### config.mk
export PLATFORM = sky130hd
export DESIGN_NAME = ospf_hello_field_extractor_flat
export DESIGN_NICKNAME = d
export VERILOG_FILES = /design/src/rtl/core/ohfe_pkg.sv /design/src/rtl/core/ohfe_in_if.sv /design/src/rtl/core/ohfe_out_if.sv /design/src/rtl/core/ohfe_parser.sv /design/src/rtl/core/ohfe_out_fifo.sv /design/src/rtl/core/ospf_hello_field_extractor.sv /design/src/flat_wrapper.sv
export SDC_FILE = /design/constraint.sdc
export NUM_CORES = 2
export LEC_CHECK = 0
export BUFFER_PORTS_ARGS = -buffer_cell sky130_fd_sc_hd__buf_2
export CAP_MARGIN = 20
export CORE_AREA = 2 2 285 287
export DETAILED_ROUTE_END_ITERATION = 12
export DIE_AREA = 0 0 287 289
export PLACE_DENSITY_LB_ADDON = 0.3
export SLEW_MARGIN = 10
export SYNTH_ARGS = -nofsm -noshare
export SYNTH_HDL_FRONTEND = slang
export SYNTH_SLANG_ARGS = --single-unit
### constraint.sdc
create_clock -name clk -period 7.7 [get_ports clk]
set_clock_uncertainty 0.2 [all_clocks]
set_input_delay 1.54 -clock clk [delete_from_list [all_inputs] [get_ports clk]]
set_output_delay 1.54 -clock clk [all_outputs]
set_load 0.02 [all_outputs]
### src/rtl/core/ohfe_pkg.sv
// Shared types and constants for the OSPF Hello field extractor.
// Used by the output channel interface, the parser, the result queue and the top level.

package ohfe_pkg;

	localparam int MAX_NBRS = 32;
	localparam int NBR_W = 6;
	localparam int POS_W = 16;

	localparam int FIFO_DEPTH = 4;
	localparam int PTR_W = $clog2(FIFO_DEPTH);
	localparam int CNT_W = $clog2(FIFO_DEPTH + 1);

	localparam logic [POS_W-1:0] ETHERTYPE_LO_POS = 16'd13;
	localparam logic [POS_W-1:0] ETH_LEN = 16'd14;
	localparam logic [POS_W-1:0] IP_PROTO_POS = 16'd23;
	localparam logic [POS_W-1:0] OSPF_LEN = 16'd24;
	localparam logic [POS_W-1:0] POS_MAX = {POS_W{1'b1}};

	localparam logic [15:0] ETHERTYPE_IPV4 = 16'h0800;
	localparam logic [3:0] IP_VERSION = 4'd4;
	localparam logic [5:0] IP_MIN = 6'd20;
	localparam logic [7:0] PROTO_OSPF = 8'd89;
	localparam logic [7:0] TYPE_HELLO = 8'd1;

	localparam logic [POS_W-1:0] OFS_TYPE = 16'd1;
	localparam logic [POS_W-1:0] OFS_ROUTER = 16'd7;
	localparam logic [POS_W-1:0] OFS_AREA = 16'd11;
	localparam logic [POS_W-1:0] OFS_MASK = 16'd3;
	localparam logic [POS_W-1:0] OFS_INTERVAL = 16'd5;
	localparam logic [POS_W-1:0] OFS_DEAD = 16'd11;
	localparam logic [POS_W-1:0] OFS_DR = 16'd15;
	localparam logic [POS_W-1:0] OFS_BDR = 16'd19;
	localparam logic [POS_W-1:0] HELLO_FIXED = 16'd20;

	typedef enum logic [1:0] {
		KIND_SUMMARY = 2'd0,
		KIND_NEIGHBOR = 2'd1,
		KIND_END = 2'd2
	} kind_t;

	typedef struct packed {
		kind_t kind;
		logic [31:0] rtr_id;
		logic [31:0] area_id;
		logic [31:0] net_mask;
		logic [15:0] hello_period;
		logic [31:0] dead_period;
		logic [31:0] designated_router;
		logic [31:0] backup_router;
		logic [31:0] neighbor_addr;
		logic [NBR_W-1:0] neighbor_total;
		logic last;
	} result_t;

	typedef struct packed {
		logic [1:0] n;
		result_t slot0;
		result_t slot1;
	} push_t;

endpackage

### src/rtl/core/ohfe_in_if.sv
// Byte channel into the extractor: one frame byte and its end-of-frame flag.
// Depends on nothing else.

interface ohfe_in_if;
	logic valid;
	logic ready;
	logic [7:0] data_byte;
	logic frame_end;

	modport source (output valid, output data_byte, output frame_end, input ready);
	modport sink (input valid, input data_byte, input frame_end, output ready);
endinterface

### src/rtl/core/ohfe_out_if.sv
// Result channel out of the extractor: summary, neighbor and end words.
// Depends on ohfe_pkg for the word kind type.

interface ohfe_out_if;
	logic valid;
	logic ready;
	ohfe_pkg::kind_t kind;
	logic [31:0] rtr_id;
	logic [31:0] area_id;
	logic [31:0] net_mask;
	logic [15:0] hello_period;
	logic [31:0] dead_period;
	logic [31:0] designated_router;
	logic [31:0] backup_router;
	logic [31:0] neighbor_addr;
	logic [ohfe_pkg::NBR_W-1:0] neighbor_total;
	logic last;

	modport source (output valid, output kind, output rtr_id, output area_id,
		output net_mask, output hello_period, output dead_period,
		output designated_router, output backup_router, output neighbor_addr,
		output neighbor_total, output last, input ready);
	modport sink (input valid, input kind, input rtr_id, input area_id,
		input net_mask, input hello_period, input dead_period,
		input designated_router, input backup_router, input neighbor_addr,
		input neighbor_total, input last, output ready);
endinterface

### src/rtl/core/ohfe_parser.sv
// Input register, per-frame parse state and the byte decision logic.
// Depends on ohfe_pkg and ohfe_in_if; pushes up to two result words per byte.

module ohfe_parser (
	input logic clk,
	input logic arst_n,
	ohfe_in_if.sink frame,
	input logic room,
	output ohfe_pkg::push_t push
);

	logic vld_s1;
	logic [7:0] byte_s1;
	logic fin_s1;

	logic [ohfe_pkg::POS_W-1:0] pos_q, pos_d;
	logic [5:0] ihl_q, ihl_d;
	logic rej_q, rej_d;
	logic hello_q, hello_d;
	logic [31:0] shift_q, shift_d;
	logic [31:0] router_q, router_d;
	logic [31:0] area_q, area_d;
	logic [31:0] mask_q, mask_d;
	logic [15:0] interval_q, interval_d;
	logic [31:0] dead_q, dead_d;
	logic [31:0] dr_q, dr_d;
	logic [ohfe_pkg::NBR_W-1:0] nbr_q, nbr_d;

	logic take;
	logic [ohfe_pkg::POS_W-1:0] o_pos, h_pos;
	logic have0, have_close;
	ohfe_pkg::result_t item0, close_item;

	assign take = vld_s1 && room;
	assign frame.ready = !vld_s1 || room;

	always_ff @(posedge clk or negedge arst_n) begin
		if (!arst_n) begin
			vld_s1 <= 1'b0;
		end else if (frame.ready) begin
			vld_s1 <= frame.valid;
		end
	end

	always_ff @(posedge clk) begin
		if (frame.valid && frame.ready) begin
			byte_s1 <= frame.data_byte;
			fin_s1 <= frame.frame_end;
		end
	end

	always_comb begin
		shift_d = {shift_q[23:0], byte_s1};
		pos_d = pos_q;
		ihl_d = ihl_q;
		rej_d = rej_q;
		hello_d = hello_q;
		router_d = router_q;
		area_d = area_q;
		mask_d = mask_q;
		interval_d = interval_q;
		dead_d = dead_q;
		dr_d = dr_q;
		nbr_d = nbr_q;
		have0 = 1'b0;
		have_close = 1'b0;
		item0 = '0;
		close_item = '0;
		o_pos = ohfe_pkg::ETH_LEN + ohfe_pkg::POS_W'(ihl_q);
		h_pos = o_pos + ohfe_pkg::OSPF_LEN;

		if (!rej_q) begin
			if (pos_q == ohfe_pkg::ETHERTYPE_LO_POS) begin
				if (shift_d[15:0] != ohfe_pkg::ETHERTYPE_IPV4) begin
					rej_d = 1'b1;
				end
			end else if (pos_q == ohfe_pkg::ETH_LEN) begin
				ihl_d = {byte_s1[3:0], 2'b00};
				if (byte_s1[7:4] != ohfe_pkg::IP_VERSION || ihl_d < ohfe_pkg::IP_MIN) begin
					rej_d = 1'b1;
				end
			end else if (pos_q > ohfe_pkg::ETH_LEN) begin
				if (pos_q == ohfe_pkg::IP_PROTO_POS && byte_s1 != ohfe_pkg::PROTO_OSPF) begin
					rej_d = 1'b1;
				end else if (pos_q == o_pos + ohfe_pkg::OFS_TYPE &&
						byte_s1 != ohfe_pkg::TYPE_HELLO) begin
					rej_d = 1'b1;
				end else if (pos_q == o_pos + ohfe_pkg::OFS_ROUTER) begin
					router_d = shift_d;
				end else if (pos_q == o_pos + ohfe_pkg::OFS_AREA) begin
					area_d = shift_d;
				end else if (pos_q == h_pos + ohfe_pkg::OFS_MASK) begin
					mask_d = shift_d;
				end else if (pos_q == h_pos + ohfe_pkg::OFS_INTERVAL) begin
					interval_d = shift_d[15:0];
				end else if (pos_q == h_pos + ohfe_pkg::OFS_DEAD) begin
					dead_d = shift_d;
				end else if (pos_q == h_pos + ohfe_pkg::OFS_DR) begin
					dr_d = shift_d;
				end else if (pos_q == h_pos + ohfe_pkg::OFS_BDR) begin
					have0 = 1'b1;
					hello_d = 1'b1;
					item0.kind = ohfe_pkg::KIND_SUMMARY;
					item0.rtr_id = router_q;
					item0.area_id = area_q;
					item0.net_mask = mask_q;
					item0.hello_period = interval_q;
					item0.dead_period = dead_q;
					item0.designated_router = dr_q;
					item0.backup_router = shift_d;
				end else if (hello_q && pos_q >= h_pos + ohfe_pkg::HELLO_FIXED &&
						(pos_q[1:0] - h_pos[1:0]) == 2'd3 &&
						nbr_q < ohfe_pkg::NBR_W'(ohfe_pkg::MAX_NBRS)) begin
					have0 = 1'b1;
					nbr_d = nbr_q + 1'b1;
					item0.kind = ohfe_pkg::KIND_NEIGHBOR;
					item0.neighbor_addr = shift_d;
					item0.neighbor_total = nbr_d;
				end
			end
		end

		if (pos_q != ohfe_pkg::POS_MAX) begin
			pos_d = pos_q + 1'b1;
		end

		if (fin_s1) begin
			if (hello_d && !rej_d) begin
				have_close = 1'b1;
				close_item.kind = ohfe_pkg::KIND_END;
				close_item.neighbor_total = nbr_d;
				close_item.last = 1'b1;
			end
			pos_d = '0;
			ihl_d = '0;
			rej_d = 1'b0;
			hello_d = 1'b0;
			shift_d = '0;
			nbr_d = '0;
		end

		push.n = take ? 2'({1'b0, have0} + {1'b0, have_close}) : 2'd0;
		push.slot0 = have0 ? item0 : close_item;
		push.slot1 = close_item;
	end

	always_ff @(posedge clk or negedge arst_n) begin
		if (!arst_n) begin
			pos_q <= '0;
			ihl_q <= '0;
			rej_q <= 1'b0;
			hello_q <= 1'b0;
			shift_q <= '0;
			router_q <= '0;
			area_q <= '0;
			mask_q <= '0;
			interval_q <= '0;
			dead_q <= '0;
			dr_q <= '0;
			nbr_q <= '0;
		end else if (take) begin
			pos_q <= pos_d;
			ihl_q <= ihl_d;
			rej_q <= rej_d;
			hello_q <= hello_d;
			shift_q <= shift_d;
			router_q <= router_d;
			area_q <= area_d;
			mask_q <= mask_d;
			interval_q <= interval_d;
			dead_q <= dead_d;
			dr_q <= dr_d;
			nbr_q <= nbr_d;
		end
	end

endmodule

### src/rtl/core/ohfe_out_fifo.sv
// Small result queue that takes up to two words per cycle and hands out one.
// Depends on ohfe_pkg and ohfe_out_if.

module ohfe_out_fifo (
	input logic clk,
	input logic arst_n,
	input ohfe_pkg::push_t push,
	output logic room,
	ohfe_out_if.source report
);

	ohfe_pkg::result_t mem_q [ohfe_pkg::FIFO_DEPTH];
	logic [ohfe_pkg::PTR_W-1:0] wr_q, rd_q;
	logic [ohfe_pkg::CNT_W-1:0] count_q;
	logic pop;
	ohfe_pkg::result_t head;

	assign pop = report.valid && report.ready;
	assign room = count_q <= ohfe_pkg::CNT_W'(ohfe_pkg::FIFO_DEPTH - 2);
	assign head = mem_q[rd_q];

	always_ff @(posedge clk) begin
		if (push.n != 2'd0) begin
			mem_q[wr_q] <= push.slot0;
		end
		if (push.n == 2'd2) begin
			mem_q[wr_q + 1'b1] <= push.slot1;
		end
	end

	always_ff @(posedge clk or negedge arst_n) begin
		if (!arst_n) begin
			wr_q <= '0;
			rd_q <= '0;
			count_q <= '0;
		end else begin
			wr_q <= wr_q + ohfe_pkg::PTR_W'(push.n);
			if (pop) begin
				rd_q <= rd_q + 1'b1;
			end
			count_q <= count_q + ohfe_pkg::CNT_W'(push.n) - ohfe_pkg::CNT_W'(pop);
		end
	end

	assign report.valid = count_q != '0;
	assign report.kind = head.kind;
	assign report.rtr_id = head.rtr_id;
	assign report.area_id = head.area_id;
	assign report.net_mask = head.net_mask;
	assign report.hello_period = head.hello_period;
	assign report.dead_period = head.dead_period;
	assign report.designated_router = head.designated_router;
	assign report.backup_router = head.backup_router;
	assign report.neighbor_addr = head.neighbor_addr;
	assign report.neighbor_total = head.neighbor_total;
	assign report.last = head.last;

endmodule

### src/rtl/core/ospf_hello_field_extractor.sv
// The block takes one Ethernet frame byte per cycle while the result queue has room for two
// more words. Each byte sits in an input register, is decided there against its frame
// offset, and the words it produces go into a four-entry result queue that drives the
// output channel. A byte that both completes a Hello summary or neighbor word and ends the
// frame yields two words; the output moves one word per cycle while the receiver is ready,
// and the input pauses only while the queue holds fewer than two free entries. Frames
// that are not IPv4 OSPF Hello packets produce no words at all.
// Depends on ohfe_pkg, ohfe_in_if, ohfe_out_if, ohfe_parser and ohfe_out_fifo.

module ospf_hello_field_extractor (
	input logic clk,
	input logic arst_n,
	ohfe_in_if.sink frame,
	ohfe_out_if.source report
);

	ohfe_pkg::push_t push;
	logic room;

	ohfe_parser u_parser (
		.clk (clk),
		.arst_n (arst_n),
		.frame (frame),
		.room (room),
		.push (push)
	);

	ohfe_out_fifo u_out_fifo (
		.clk (clk),
		.arst_n (arst_n),
		.push (push),
		.room (room),
		.report (report)
	);

endmodule

### src/flat_wrapper.sv
// flat-port wrapper written by rule: the top's interface ports become plain ports
module ospf_hello_field_extractor_flat 
  (clk, arst_n, frame_valid, frame_data_byte, frame_frame_end, frame_ready, report_valid, report_kind, report_rtr_id, report_area_id, report_net_mask, report_hello_period, report_dead_period, report_designated_router, report_backup_router, report_neighbor_addr, report_neighbor_total, report_last, report_ready);
  ohfe_in_if frame_i ();
  ohfe_out_if report_i ();
  input logic clk;
  input logic arst_n;
  input wire logic [$bits(frame_i.valid)-1:0] frame_valid;
  input wire logic [$bits(frame_i.data_byte)-1:0] frame_data_byte;
  input wire logic [$bits(frame_i.frame_end)-1:0] frame_frame_end;
  output wire logic [$bits(frame_i.ready)-1:0] frame_ready;
  output wire logic [$bits(report_i.valid)-1:0] report_valid;
  output wire logic [$bits(report_i.kind)-1:0] report_kind;
  output wire logic [$bits(report_i.rtr_id)-1:0] report_rtr_id;
  output wire logic [$bits(report_i.area_id)-1:0] report_area_id;
  output wire logic [$bits(report_i.net_mask)-1:0] report_net_mask;
  output wire logic [$bits(report_i.hello_period)-1:0] report_hello_period;
  output wire logic [$bits(report_i.dead_period)-1:0] report_dead_period;
  output wire logic [$bits(report_i.designated_router)-1:0] report_designated_router;
  output wire logic [$bits(report_i.backup_router)-1:0] report_backup_router;
  output wire logic [$bits(report_i.neighbor_addr)-1:0] report_neighbor_addr;
  output wire logic [$bits(report_i.neighbor_total)-1:0] report_neighbor_total;
  output wire logic [$bits(report_i.last)-1:0] report_last;
  input wire logic [$bits(report_i.ready)-1:0] report_ready;
  assign frame_i.valid = frame_valid;
  assign frame_i.data_byte = frame_data_byte;
  assign frame_i.frame_end = frame_frame_end;
  assign frame_ready = frame_i.ready;
  assign report_valid = report_i.valid;
  assign report_kind = report_i.kind;
  assign report_rtr_id = report_i.rtr_id;
  assign report_area_id = report_i.area_id;
  assign report_net_mask = report_i.net_mask;
  assign report_hello_period = report_i.hello_period;
  assign report_dead_period = report_i.dead_period;
  assign report_designated_router = report_i.designated_router;
  assign report_backup_router = report_i.backup_router;
  assign report_neighbor_addr = report_i.neighbor_addr;
  assign report_neighbor_total = report_i.neighbor_total;
  assign report_last = report_i.last;
  assign report_i.ready = report_ready;
  ospf_hello_field_extractor u_core (.clk(clk), .arst_n(arst_n), .frame(frame_i), .report(report_i));
endmodule
## Word level (Yosys, flattened, before mapping)

Memories as Yosys holds them, arrays and structs flattened.
Index checks and enable logic that the tools add are counted.

- Add/subtract/negate cells: 20
- $lt $le $gt $ge: 5
- Eq/ne operators: 20
- Multiplexer cells: 88
- Bitwise operators: 10
- Reductions and logical operators: 25

Operator list:

| operator | count |
|---|---|
| two-way mux 247 bit | 12 |
| two-way mux 249 bit | 1 |
| two-way mux 208 bit | 1 |
| two-way mux 6 bit | 19 |
| equality test 16 x 9 -> 1 bit | 5 |
| two-way mux 38 bit | 2 |
| equality test 16 x 8 -> 1 bit | 3 |
| two-way mux 1 bit | 45 |
| equality test 16 x 4 -> 1 bit (second input constant) | 2 |
| two-way mux 16 bit | 2 |
| two-way mux 24 bit | 1 |
| adder 8 x 4 -> 9 bit (second input constant) | 2 |
| adder 8 x 5 -> 9 bit (second input constant) | 2 |
| adder 16 x 1 -> 16 bit (second input constant) | 1 |
| equality test 16 x 5 -> 1 bit (second input constant) | 1 |
| greater-or-equal comparator 16 x 9 -> 1 bit | 1 |
| > comparator 16 x 4 -> 1 bit (second input constant) | 1 |
| != test 16 x 12 -> 1 bit (second input constant) | 1 |
| != test 16 bit (second input constant) | 1 |
| two-way mux 7 bit | 2 |
| AND reduction 13 bit | 1 |
| AND reduction 12 bit | 1 |
| AND reduction 11 bit | 1 |
| NOT 1 bit | 10 |
| 33 further kinds | 50 |

- Register bits after elaboration: 247
- Memory bits (writable): 996
- Input port bits: 13
- Output and inout port bits: 251
- Word-level logic and storage cells: 187
- Memories: 1

Memories:

| memory | depth | width | rd ports | clocked after memory_dff | wr ports | RTL line | text |
|---|---|---|---|---|---|---|---|
| u_core.u_out_fifo.mem_q | 4 | 249 | 1 | 0 | 2 | ohfe_out_fifo.sv:12 | `ohfe_pkg::result_t mem_q [ohfe_pkg::FIFO_DEPTH];` |

## Longest topological paths before layout

- Word-level depth: 26
- Mapped depth: 28
- Mapped depth without buffers: 24

## Hierarchy

A second synthesis with hierarchy kept.

- Cell total of the unflattened synthesis: 3927
- Area, all modules: 62994.2 um^2

Modules (own cells, without submodules):

| module | instances | cells an instance | area an instance (um^2) |
|---|---|---|---|
| ohfe_out_fifo | 1 | 2448 | 48112.4 |
| ohfe_parser | 1 | 1479 | 14881.8 |

## Least setup slack after synthesis

No wires, ideal clock.

- Kind: register to register
- Start: reg u_core.u_parser.ihl_q[2]
- End: mem u_core.u_out_fifo.mem_q[0][1] (netlist bit) (enable)
- Library setup time: 281 ps
- Data arrival time: 5861 ps
- Required time: 7219 ps
- Setup slack: 1358 ps
- Stages on the path, launching flop included: 26
- Clock period less this slack: 6342 ps
- Cells stage by stage: dfrtp_1 buf_2 inv_1 ha_1 xor2_1 inv_1 ha_1 clkbuf_1 inv_1 ha_1 a21oi_1 xnor2_1 ha_1 nand4_1 nor3_1 nand2_1 or4b_1 o2bb2a_1 buf_2 inv_1 ha_1 and3_1 o211ai_1 clkbuf_1 clkbuf_1 inv_1

RTL lines:

| item | RTL line | text |
|---|---|---|
| start, declared | ohfe_parser.sv:17 | `logic [5:0] ihl_q, ihl_d;` |
| start signal, assigned | ohfe_parser.sv:163 | `ihl_q <= ihl_d;` |
| end, declared | ohfe_out_fifo.sv:12 |  |

==> flow_summary.toml <==
[status]
outcome = "finished, final reports clean"

[yosys]
yosysSeqAreaShare = 0.554
synthTopCellsByArea = "dfxtp_1, a22o_1, dfrtp_1"
synthMuxAreaShare = 0.160
yosysMostFrequentCell = "dfxtp_1"
syn_area_per_cell_um2 = 13.4
synth_compound_area_frac = 0.198
ys_ff_latch = 1237
synth_edf_count = 37
synth-simple-area-share = 0.0342
ys.flop_type = "dfxtp_1"
syn-num-nets = 3589
synth_xor_area_frac = 0.00822
postSynthCellCount = 3546
ys_warn_count = 0
synth_common_cells = "dfxtp_1, a22o_1, mux4_2"
synthAdderAreaFrac = 0.00806
synth.top_cell.area_share = 0.406
ys_types = 81
synth_top_family_by_area = "compound AO/OA/AOI/OAI gates"
yosysTopAreaCell = "dfxtp_1"
async_flop_share = 0.191
syn_area_um2 = 47500

[finish]
drive_gt1_frac = 0.262
final_area_um2 = 53800
area_growth_pct = 13.2
nNetsFinal = 3712

[critical_path]
cpPeakStageDelay_ps = 540
cp_common_cell = "ha_1"
endpoint_kind = "flip-flop"
crit_path_start_kind = "flip-flop"
cpLargestDelayFamily = "simple AND/OR/NAND/NOR gates"
path_max_fanout = 26
cp_data_required_time_ps = 8130
slowest_stage = "dfrtp_1"
path_cells = "inv_1, ha_1, xor2_1, ha_1, xnor2_1, xnor2_1, ha_1, a21oi_1, xnor2_1, ha_1, nand4_1, nor3_1, nand2_1, or4b_1, o2bb2a_1, inv_1, ha_1, nor2b_1, nor2_1, nand3_1, nor2_8, buf_12, buf_12, a22o_1"
cp_num_buf_inv = 4
path_class = "reg2reg"
arrival_ps = 7340

[sta]
tns_ps = 0
setup_violations = 0
setup_ws_ps = 787
post-route-period-util = 0.898
max_freq_mhz = 145
rsz0062_at_grt = "no"
slew_violations = 0
worst_slew_pin_slew_ps = 1210
finalHoldViolCount = 0
fin_crit_ps = 6910
relSlewSlack = 0.193

[global_routing]
grt_pass1_vias = 32389
overflow = 0
grt_pass1_wl_mm = 203
gr-usage-all-layers = 0.318
grt_max_degree = 140
antenna_found_initial = 6

[pwr]
pwr_density_cell_nw_per_um2 = 275
ir_drop_uv = 284
power_uw = 14800
leakagePower_uw = 0.0224

[die]
start_util = 0.594
dieWidth_um = 287
die_y_um = 289
core_area_um2 = 79900
die_area_um2 = 82900
num_io_pins = 264
rows = 104

[place]
gp_congestion = 0.895
numPortBuffers = 263
dp_slack_ps = 954
dp_hpwl_mm = 78.1
dpl-instance-area_um2 = 49800

[clocking]
htreeDepth = 3
cts_resized = 0
clkTransAtPathRegs_ps = 60
clock_path_buffers = 3
ctsHoldBuffers = 0
cts_sinks = 1237
cts-root-buf = "clkbuf_16"
cts_setup_buffers = 0
tritoncts = "yes"
cts_buffers = 117
clk_latency_ps = 690

[min_path]
hold_class = "reg2reg"

[detailed_routing]
drt-initial-drc-count = 3228
viasPerCell = 6.84
via_count = 33098
drc = 0
routedWlPerCell_um = 27.8
firstDrtPassIters = 8
drt_wl_total_mm = 134
detail-route-antenna-nets = 0

[run]
maxCapViolCount = 0
cells in the final DEF (no fill, tap or decap), types with 8 or more instances in the layout:
master and instances:
mux2_1 10, edfxtp_1 37, dfxtp_1 964, nand3_1 22, nor4_1 12, inv_1 34
bufinv_16 8, nand2_1 97, xnor2_1 23, clkbuf_1 35, buf_12 39, buf_4 54
dfrtp_1 234, nor3_1 17, xor2_1 19, clkbuf_16 117, a21oi_1 33, nor4b_1 8
nor2_1 56, mux2_2 164, or3_1 9, clkbuf_8 26, clkinv_2 22, a22o_1 963
o21ai_0 51, and3_1 10, mux4_2 248, buf_2 262, nand2b_1 9, nand4_1 9
ha_1 29
cell type report:
type                            count  area [um2]
Antenna cell                        3        7.51
Clock buffer                      178        3420
Clock inverter                     46         572
Fill cell                        5603       26100
Inverter                           35         131
Multi-Input combinational cell   1921       19400
Sequential cell                  1237       26300
Tap cell                         1060        1330
Timing Repair Buffer              357        2530
per-stage QoR:
stage / cells / utilization / hold WS [ps]
after global routing: 4834 / 0.673 / 270
after CTS: 4834 / 0.673 / 248
final: 4837 / 0.673 / 248
after global placement: 4609 / 0.623 / 228
after detailed placement: 4610 / 0.623 / 234
after floorplan: 3546 / - / 218
sequential cells by signal, summed over array words and instances, names as in the netlist:
name	count
u_core.u_out_fifo.count_q	3
u_core.u_out_fifo.mem_q	992
u_core.u_out_fifo.rd_q	2
u_core.u_out_fifo.wr_q	2
u_core.u_parser.area_q	32
u_core.u_parser.byte_s1	8
u_core.u_parser.dead_q	32
u_core.u_parser.dr_q	32
u_core.u_parser.fin_s1	1
u_core.u_parser.hello_q	1
u_core.u_parser.ihl_q	4
u_core.u_parser.interval_q	16
u_core.u_parser.mask_q	32
u_core.u_parser.nbr_q	6
u_core.u_parser.pos_q	16
u_core.u_parser.rej_q	1
u_core.u_parser.router_q	32
u_core.u_parser.shift_q	24
u_core.u_parser.vld_s1	1
where the power goes:
part	total (uW)	internal (uW)	switching [uW]	leakage, uW
registers	7050	6530	515	0.0113
logic	1840	675	1160	0.00914
clock network	5890	3350	2530	0.00195
kinds of logic (layout without fill, tap and decap cells):
family                     Yosys count  count (layout)
xor gates and xnor gates            43              43
buffers and inverters              388             616
DFF                               1237            1237
muxes                              428             428
and+or+nand+nor                    305             305
AOI/OAI and AO/OA                 1115            1115
adders and majority gates           30              30
other                                0               3
routing by layer:
metal / track usage / up-vias / share of wire
met5: 0 / - / 0
met4: 0.123 / 0 / 0.038
li1: - / 14062 / -
met2: 0.495 / 1518 / 0.46
met1: 0.447 / 17264 / 0.42
met3: 0.0587 / 254 / 0.083
worst register-to-register path, delay by kind of cell (launching register included):
family / cells / cell delay, ps
fa+ha+maj: 5 / 1450
compound gates: 3 / 700
buf+inv: 4 / 780
flops: 1 / 540
xor+xnor: 4 / 1030
simple gates: 8 / 2180
path summary, 6_finish.rpt:
kind                                                              start                                      endpoint  slack (ps)  depth (start not counted)
min reg2reg                u_core.u_out_fifo.mem_q[2][247]$_SDFFE_PP0N_  u_core.u_out_fifo.mem_q[2][247]$_SDFFE_PP0N_         250                          2
max in group asynchronous                                        arst_n         u_core.u_parser.dead_q[0]$_DFFE_PN0P_        5420                          2
min in group asynchronous                                        arst_n          u_core.u_parser.nbr_q[3]$_DFFE_PN0P_         540                          1
max reg2reg                        u_core.u_parser.ihl_q[3]$_DFFE_PN0P_  u_core.u_out_fifo.mem_q[2][196]$_SDFFE_PP0N_         790                         24
min                        u_core.u_out_fifo.mem_q[2][247]$_SDFFE_PP0N_  u_core.u_out_fifo.mem_q[2][247]$_SDFFE_PP0N_         250                          2
max                                u_core.u_parser.ihl_q[3]$_DFFE_PN0P_  u_core.u_out_fifo.mem_q[2][196]$_SDFFE_PP0N_         790                         24
Power figures use the tool's default switching activity.
